===== config.mk =====
export PLATFORM = sky130hd
export DESIGN_NAME = wbgt_sqrt_pipe
export DESIGN_NICKNAME = d
export VERILOG_FILES = /design/src/hw/rtl/wbgt_pkg.sv /design/src/hw/rtl/wbgt_sqrt_pipe.sv
export SDC_FILE = /design/constraint.sdc
export NUM_CORES = 2
export LEC_CHECK = 0
export ABC_AREA = 0
export ABC_CLOCK_PERIOD_IN_PS = 4700
export BUFFER_PORTS_ARGS = -buffer_cell sky130_fd_sc_hd__buf_2
export CORE_UTILIZATION = 33
export CTS_CLUSTER_DIAMETER = 150
export CTS_CLUSTER_SIZE = 14
export DETAILED_ROUTE_END_ITERATION = 7
export PLACE_DENSITY_LB_ADDON = 0.08
export SLEW_MARGIN = 20
export SYNTH_ARGS = -nofsm -noshare
export SYNTH_HDL_FRONTEND = slang
export SYNTH_MEMORY_MAX_BITS = 65536
export SYNTH_SLANG_ARGS = --single-unit

===== constraint.sdc =====
create_clock -name clk -period 4.7 [get_ports clk]
set_input_delay 0.47 -clock clk [delete_from_list [all_inputs] [get_ports clk]]
set_output_delay 0.47 -clock clk [all_outputs]
set_load 0.02 [all_outputs]

===== src/hw/rtl/wbgt_pkg.sv =====
`timescale 1ns / 1ps
// ----------------------------------------------------------------------------
// wbgt_pkg
// Shared widths, fixed-point constants and rounding helpers for the
// wet-bulb / WBGT datapath.
// ----------------------------------------------------------------------------
package wbgt_pkg;

  localparam int Q            = 16;
  localparam int RAD_W        = 40;
  localparam int ROOT_W       = 20;
  localparam int ROOT_STEPS   = 20;
  localparam int ARG_W        = 26;
  localparam int ATAN_W       = 20;
  localparam int CORDIC_STEPS = 24;
  localparam int XY_W         = 48;
  localparam int Z_W          = 34;
  localparam int Q16_W        = 24;

  // multiplying constants, Q24
  localparam logic signed [22:0] C_A = 23'sd2549751;
  localparam logic signed [19:0] C_B = 20'sd387570;
  localparam logic signed [17:0] C_C = 18'sd65740;
  localparam logic signed [24:0] C_W = 25'sd11744051;
  localparam logic signed [23:0] C_T = 24'sd5033165;

  // additive constants, Q16
  localparam logic signed [31:0] K_OFS1 = 32'sd544844;
  localparam logic signed [31:0] K_OFS2 = 32'sd109860;
  localparam logic signed [31:0] K_OFS3 = 32'sd307104;

  localparam logic signed [14:0] OUT_LO = -15'sd8192;
  localparam logic signed [14:0] OUT_HI = 15'sd16383;

  // atan(2^-i) in Q30
  localparam logic signed [31:0] ANGLE_TAB [CORDIC_STEPS] = '{
    32'sd843314857, 32'sd497837829, 32'sd263043837, 32'sd133525159,
    32'sd67021687,  32'sd33543516,  32'sd16775851,  32'sd8388437,
    32'sd4194283,   32'sd2097149,   32'sd1048576,   32'sd524288,
    32'sd262144,    32'sd131072,    32'sd65536,     32'sd32768,
    32'sd16384,     32'sd8192,      32'sd4096,      32'sd2048,
    32'sd1024,      32'sd512,       32'sd256,       32'sd128
  };

  // round half up, then floor shift
  function automatic logic signed [63:0] rnd64(input logic signed [63:0] v,
                                               input int unsigned s);
    logic signed [63:0] r;
    if (s == 0) begin
      r = v;
    end else begin
      r = (v + (64'sd1 <<< (s - 1))) >>> s;
    end
    return r;
  endfunction

  function automatic logic signed [14:0] round_sat(input logic signed [63:0] v,
                                                   input int unsigned s);
    logic signed [63:0] r;
    logic signed [14:0] o;
    r = rnd64(v, s);
    if (r < 64'(OUT_LO)) begin
      o = OUT_LO;
    end else if (r > 64'(OUT_HI)) begin
      o = OUT_HI;
    end else begin
      o = 15'(r);
    end
    return o;
  endfunction

endpackage


===== src/hw/rtl/wbgt_sqrt_pipe.sv =====
`timescale 1ns / 1ps
// ----------------------------------------------------------------------------
// wbgt_sqrt_pipe
// Two-lane floor square root, one result bit per register stage.
// ----------------------------------------------------------------------------
module wbgt_sqrt_pipe import wbgt_pkg::*; #(
  parameter int SIDE_W = 48
) (
  input  logic                         clk,
  input  logic                         rst,
  input  logic                         en,
  input  logic                         in_valid,
  input  logic [1:0][RAD_W-1:0]        rad,
  input  logic [SIDE_W-1:0]            side_in,
  output logic                         out_valid,
  output logic [1:0][ROOT_W-1:0]       root,
  output logic [SIDE_W-1:0]            side_out
);

  logic              valid_q [ROOT_STEPS];
  logic [RAD_W:0]    n_q     [ROOT_STEPS][2];
  logic [RAD_W:0]    r_q     [ROOT_STEPS][2];
  logic [SIDE_W-1:0] side_q  [ROOT_STEPS];

  for (genvar k = 0; k < ROOT_STEPS; k++) begin : g_step
    localparam logic [RAD_W:0] B = (RAD_W+1)'(1) << (2 * (ROOT_STEPS - 1 - k));
    logic              src_valid;
    logic [RAD_W:0]    src_n [2];
    logic [RAD_W:0]    src_r [2];
    logic [SIDE_W-1:0] src_side;
    logic [RAD_W:0]    n_next [2];
    logic [RAD_W:0]    r_next [2];

    if (k == 0) begin : g_first
      always_comb begin
        src_valid = in_valid;
        src_side  = side_in;
        for (int l = 0; l < 2; l++) begin
          src_n[l] = {1'b0, rad[l]};
          src_r[l] = '0;
        end
      end
    end else begin : g_rest
      always_comb begin
        src_valid = valid_q[k-1];
        src_side  = side_q[k-1];
        for (int l = 0; l < 2; l++) begin
          src_n[l] = n_q[k-1][l];
          src_r[l] = r_q[k-1][l];
        end
      end
    end

    always_comb begin
      for (int l = 0; l < 2; l++) begin
        if (src_n[l] >= src_r[l] + B) begin
          n_next[l] = src_n[l] - (src_r[l] + B);
          r_next[l] = (src_r[l] >> 1) + B;
        end else begin
          n_next[l] = src_n[l];
          r_next[l] = src_r[l] >> 1;
        end
      end
    end

    always_ff @(posedge clk) begin
      if (rst) begin
        valid_q[k] <= 1'b0;
      end else if (en) begin
        valid_q[k] <= src_valid;
      end
    end

    always_ff @(posedge clk) begin
      if (en) begin
        side_q[k] <= src_side;
        for (int l = 0; l < 2; l++) begin
          n_q[k][l] <= n_next[l];
          r_q[k][l] <= r_next[l];
        end
      end
    end
  end

  assign out_valid = valid_q[ROOT_STEPS-1];
  assign side_out  = side_q[ROOT_STEPS-1];
  assign root[0]   = r_q[ROOT_STEPS-1][0][ROOT_W-1:0];
  assign root[1]   = r_q[ROOT_STEPS-1][1][ROOT_W-1:0];

endmodule


Word level (Yosys, flattened, before mapping):

Memory sizes are Yosys's and may differ from the RTL's.
Index checks and enable logic that the tools add are counted.

* register bits: 0
* bits in writable memories: 4260
* input bits: 132
* word-level logic and storage cells: 286
* memories kept: 4

Memory list
* n_q: words 20, width 82, read ports 19, clocked after Yosys merged registers in 0, wr ports 20, RTL line wbgt_sqrt_pipe.sv:21 `logic [RAD_W:0] n_q [ROOT_STEPS][2];`
* r_q: words 20, width 82, read ports 20, clocked after Yosys merged registers in 0, wr ports 20, RTL line wbgt_sqrt_pipe.sv:22 `logic [RAD_W:0] r_q [ROOT_STEPS][2];`
* side_q: words 20, width 48, read ports 20, clocked after Yosys merged registers in 0, wr ports 20, RTL line wbgt_sqrt_pipe.sv:23 `logic [SIDE_W-1:0] side_q [ROOT_STEPS];`
* valid_q: words 20, width 1, read ports 20, clocked after Yosys merged registers in 0, wr ports 20, RTL line wbgt_sqrt_pipe.sv:20 `logic valid_q [ROOT_STEPS];`

* add/sub/neg operators: 116
* $lt $le $gt $ge: 40
* multiplexer cells: 106
* bitwise logic cells: 20

Operators by type and width (count)
* 41-bit two-way mux: 78
* 41-bit >= comparator: 38
* 41-bit subtractor: 38
* 40-bit by 1-bit adder with 41-bit output, second input constant: 2
* 40-bit by 11-bit adder with 41-bit output, second input constant: 2
* 40-bit by 13-bit adder with 41-bit output, second input constant: 2
* 40-bit by 15-bit adder with 41-bit output, second input constant: 2
* 40-bit by 17-bit adder with 41-bit output, second input constant: 2
* 40-bit by 19-bit adder with 41-bit output, second input constant: 2
* 40-bit by 21-bit adder with 41-bit output, second input constant: 2
* 40-bit by 23-bit adder with 41-bit output, second input constant: 2
* 40-bit by 25-bit adder with 41-bit output, second input constant: 2
* 40-bit by 27-bit adder with 41-bit output, second input constant: 2
* 40-bit by 29-bit adder with 41-bit output, second input constant: 2
* 40-bit by 3-bit adder with 41-bit output, second input constant: 2
* 40-bit by 31-bit adder with 41-bit output, second input constant: 2
* 40-bit by 33-bit adder with 41-bit output, second input constant: 2
* 40-bit by 35-bit adder with 41-bit output, second input constant: 2
* 40-bit by 37-bit adder with 41-bit output, second input constant: 2
* 40-bit by 5-bit adder with 41-bit output, second input constant: 2
* 40-bit by 7-bit adder with 41-bit output, second input constant: 2
* 40-bit by 9-bit adder with 41-bit output, second input constant: 2
* 41-bit by 1-bit adder with 41-bit output, second input constant: 2
* 41-bit by 11-bit adder with 41-bit output, second input constant: 2
* other kinds (22): 86

Logic depth before layout (Yosys ltp):

* depth in word-level cells: 4
* gate-level depth with buffers: 13
* depth with buffers taken out: 12

Least setup slack after synthesis:

OpenSTA, ideal clock, no wires.

* path kind: register to register
* start point: memory n_q[13][66] in the netlist's numbering
* end point: memory n_q[14][52] in the netlist's numbering, data pin
* setup time: 0.260 ns
* arrival: 2.996 ns
* required time: 4.440 ns
* setup slack: 1.444 ns
* cell stages (with the launch flop): 10
* period minus slack after synthesis: 3.256 ns
* cells stage by stage: edfxtp_1 > ha_1 > or4_1 > or4b_1 > clkbuf_1 > or4_1 > nor3_2 > buf_2 > buf_2 > o21ai_0

RTL lines (RTL line)
* start, declared: wbgt_sqrt_pipe.sv:21

==> flow_metrics.env <==
export IMPL_status="complete, no violations"
export IMPL_start_kind="flip-flop"
export IMPL_slew_headroom=0.344
export IMPL_holdCritStartpoint="rst"
export IMPL_wl_per_cell_um=16.7
export IMPL_grtUsageTotal=0.121
export IMPL_regArea_um2=88800
export IMPL_rrSetupSlack_ns=0.59
export IMPL_placed_cells=13400
export IMPL_placed_area_um2=130000
export IMPL_hold_class="input pin to flip-flop"
export IMPL_synth_edf_count=2958
export IMPL_vias=63600
export IMPL_viasPerCell=4.63
export IMPL_pin_count=221
export IMPL_setup_ws_ns=0.590
export IMPL_cts_buffers_inserted=233
export IMPL_dr_wl_met3_um=7360
export IMPL_postSynthCellCount=8200
export IMPL_area_delta_synth_final_pct=12.6
export IMPL_drt_wl_total_um=230000
export IMPL_cts_root_buf="clkbuf_16"
export IMPL_wl_met2_um=110000
export IMPL_cts_clk_slew_worst_paths_ns=0.07
export IMPL_start_util=0.332
export IMPL_vdd_ir_drop_max_v=0.000341
export IMPL_yosys_area_top_type="edfxtp_1"
export IMPL_hold_viol_final=0
export IMPL_cts_tree="built"
export IMPL_die_area_um2=374000
export IMPL_drc_errors=0
export IMPL_num_rows=223
export IMPL_htree_levels=4
export IMPL_rr_worst_depth=11
export IMPL_switching_share=0.253
export IMPL_postLayoutCoreUtil=0.374
export IMPL_post_cts_buffers=0
export IMPL_critPathKind="flip-flop to flip-flop"
export IMPL_die_y_um=611
export IMPL_pwr_share_comb=0.132
export IMPL_fill_cells=34300
export IMPL_maxSlewViolCount=0
export IMPL_core_area_um2=369000
export IMPL_clock_sinks=2958
export IMPL_rsz0062_at_grt="false"
export IMPL_yosysMostFrequentCell="edfxtp_1"
export IMPL_clkLatencyLatePin_ns=0.93
export IMPL_ys_async_sr_fraction=0
export IMPL_grt_ovfl_total=0
export IMPL_syn_area_per_cell_um2=14.9
export IMPL_antenna_found_initial=1
export IMPL_ys_top_cells_by_count="2,958 x edfxtp_1, 560 x inv_1, 473 x nor2_1"
export IMPL_whs_path_depth=3
export IMPL_io_buffer_count=220
export IMPL_instances_no_fill=13700
export IMPL_synthDominantCellAreaShare=0.725
export IMPL_p_per_area_nw_per_um2=431
export IMPL_finalCritPeriodShare=0.875
export IMPL_gp_congestion=0.892
export IMPL_worstHoldEndpoint="valid_q[0]"
export IMPL_end_kind="flip-flop"
export IMPL_grt_first_pass_wirelength_um=365000
export IMPL_synth_seq_area_share=0.725
export IMPL_drt_met1_wl_um=103000
export IMPL_dp_slack_ns=0.643
export IMPL_cp_max_fo=36
export IMPL_yosys_warnings=0
export IMPL_chipWidth_um=611
export IMPL_worst_slew_pin_slew_ns=0.968
export IMPL_drtIter0Drc=3627
export IMPL_pwr_share_seq=0.570
export IMPL_top_layer="met4"
export IMPL_reg2reg_from="n_q[17][60]"
export IMPL_fmax_ghz=0.243
export IMPL_crit_arrival_ns=4.73
export IMPL_internal_power_mw=44.4
export IMPL_dpl_hpwl_um=160000
export IMPL_syn_cell_area_um2=123000
export IMPL_ys_types=91
export IMPL_leakage_nw=49.6
export IMPL_drive_gt1_frac=0.0785
export IMPL_setup_tns_ns=0
export IMPL_clkPwrFrac=0.298
export IMPL_skew_ns=0.0566
export IMPL_clock_path_buffers=4
export IMPL_r2r_end="n_q[18][80]"
export IMPL_period_needed_ns=4.11
export IMPL_layout_nets=9351
export IMPL_drv_cap=0
export IMPL_required_ns=5.32
export IMPL_setup_viol=0
export IMPL_yosys_most_used_dff="edfxtp_1"
export IMPL_stdcell_area_um2=138000
export IMPL_ys_ff_latch=2958
export IMPL_ant_nets=0
export IMPL_grt_start_max_net_pins=130
export IMPL_synth_area_leaders="edfxtp_1 72%, ha_1 4.6%, xnor2_1 2.5%, xor2_1 2.3%, inv_1 1.7%"
export IMPL_multi_input_area_um2=31300
export IMPL_grt_pass1_vias=66700
export IMPL_firstDrtPassIters=5
export IMPL_p_sw_mw=15.0
==> cell families after synthesis <==
kind of cell | synth area share
xor+xnor | 0.0482
compound gates | 0.0640
fa+ha+maj | 0.0462
flops | 0.725
other cells | 0.0000306
buf+inv | 0.0205
mux | 0.00676
simple gates | 0.0893
==> worst max-delay path by stage <==
stage                   to   startpoint  slack, ns
2_1_floorplan  n_q[14][52]  n_q[13][66]       1.44
3_3_place_gp   n_q[18][76]  n_q[17][61]       0.72
3_5_place_dp   n_q[18][80]  n_q[17][61]       0.64
4_1_cts        n_q[18][80]  n_q[17][60]       0.62
5_1_grt        n_q[18][80]  n_q[17][60]       0.31
6_report       n_q[18][80]  n_q[17][60]       0.59
==> worst max-delay path, stage by stage, from the launching register on <==
cell and delay [ns]:
edfxtp_1 0.41, ha_1 0.41, and3_1 0.23, nand3_1 0.34
nor4_1 0.67, a211oi_1 0.25, o41ai_4 0.10, buf_4 0.42
nand3_1 0.33, nor3_1 0.44, nand2_1 0.12, xnor2_1 0.14
==> metal layers <==
metal,vias up,GRT usage
met4,0,0.0522
met3,473,0.0160
met2,1013,0.209
met1,30300,0.151
met5,-,0
li1,31800,-
==> power groups by stage <==
stage | sequential, mW | combinational [mW] | clock (mW)
floorplan | 33.8 | 5.54 | 0
global placement | 34.4 | 7.67 | 0
detailed placement | 34.5 | 7.78 | 0
CTS | 33.9 | 7.90 | 18.8
global route | 34.2 | 8.80 | 19.5
finish | 33.9 | 7.84 | 17.7
==> flip-flops by register name (all words and copies together), names as in the netlist <==
register / flops
valid_q: 20
r_q: 420
n_q: 1558
side_q: 960
==> placed cells by master, fill, tap and decap left out, types with 59 or more instances in the layout <==
cell / count
edfxtp_1: 2958
inv_1: 560
nor2_1: 473
ha_1: 452
nand2_1: 447
a21oi_1: 396
xnor2_1: 354
o21ai_0: 323
xor2_1: 321
clkbuf_16: 236
nor4_1: 226
buf_2: 219
nor3_1: 209
dlygate4sd3_1: 132
nand3_1: 127
a21o_1: 119
nand2b_1: 104
o21a_1: 89
or3_1: 81
nand4_1: 77
nor2b_1: 75
mux2_2: 62
buf_4: 59
==> cell type report <==
type                       instances  share of cell area
clock buffer                     236              0.0428
timing repair buffer             436              0.0245
clock inverter                    10             0.00161
multi-input combinational       4576               0.227
sequential                      2958               0.644
inverter                         562              0.0153
tap                             4950              0.0449
antenna                            1           0.0000181
==> timing repair <==
| item | in CTS | in global routing |
|---|---|---|
| endpoints found under the setup margin | 0 | 0 |
| endpoints found under the hold margin | 141 | 0 |
| gates resized for setup | 0 | 0 |
| hold buffers | 132 | 0 |
==> metrics by stage <==
stage,power (mW),hold slack (ns)
after floorplan,39.3,0.400
after global placement,42.1,0.400
after detailed placement,42.2,0.405
after CTS,60.6,0.108
after global routing,62.5,0.0567
final,59.4,0.0944
(Power assumes the default switching activity.)
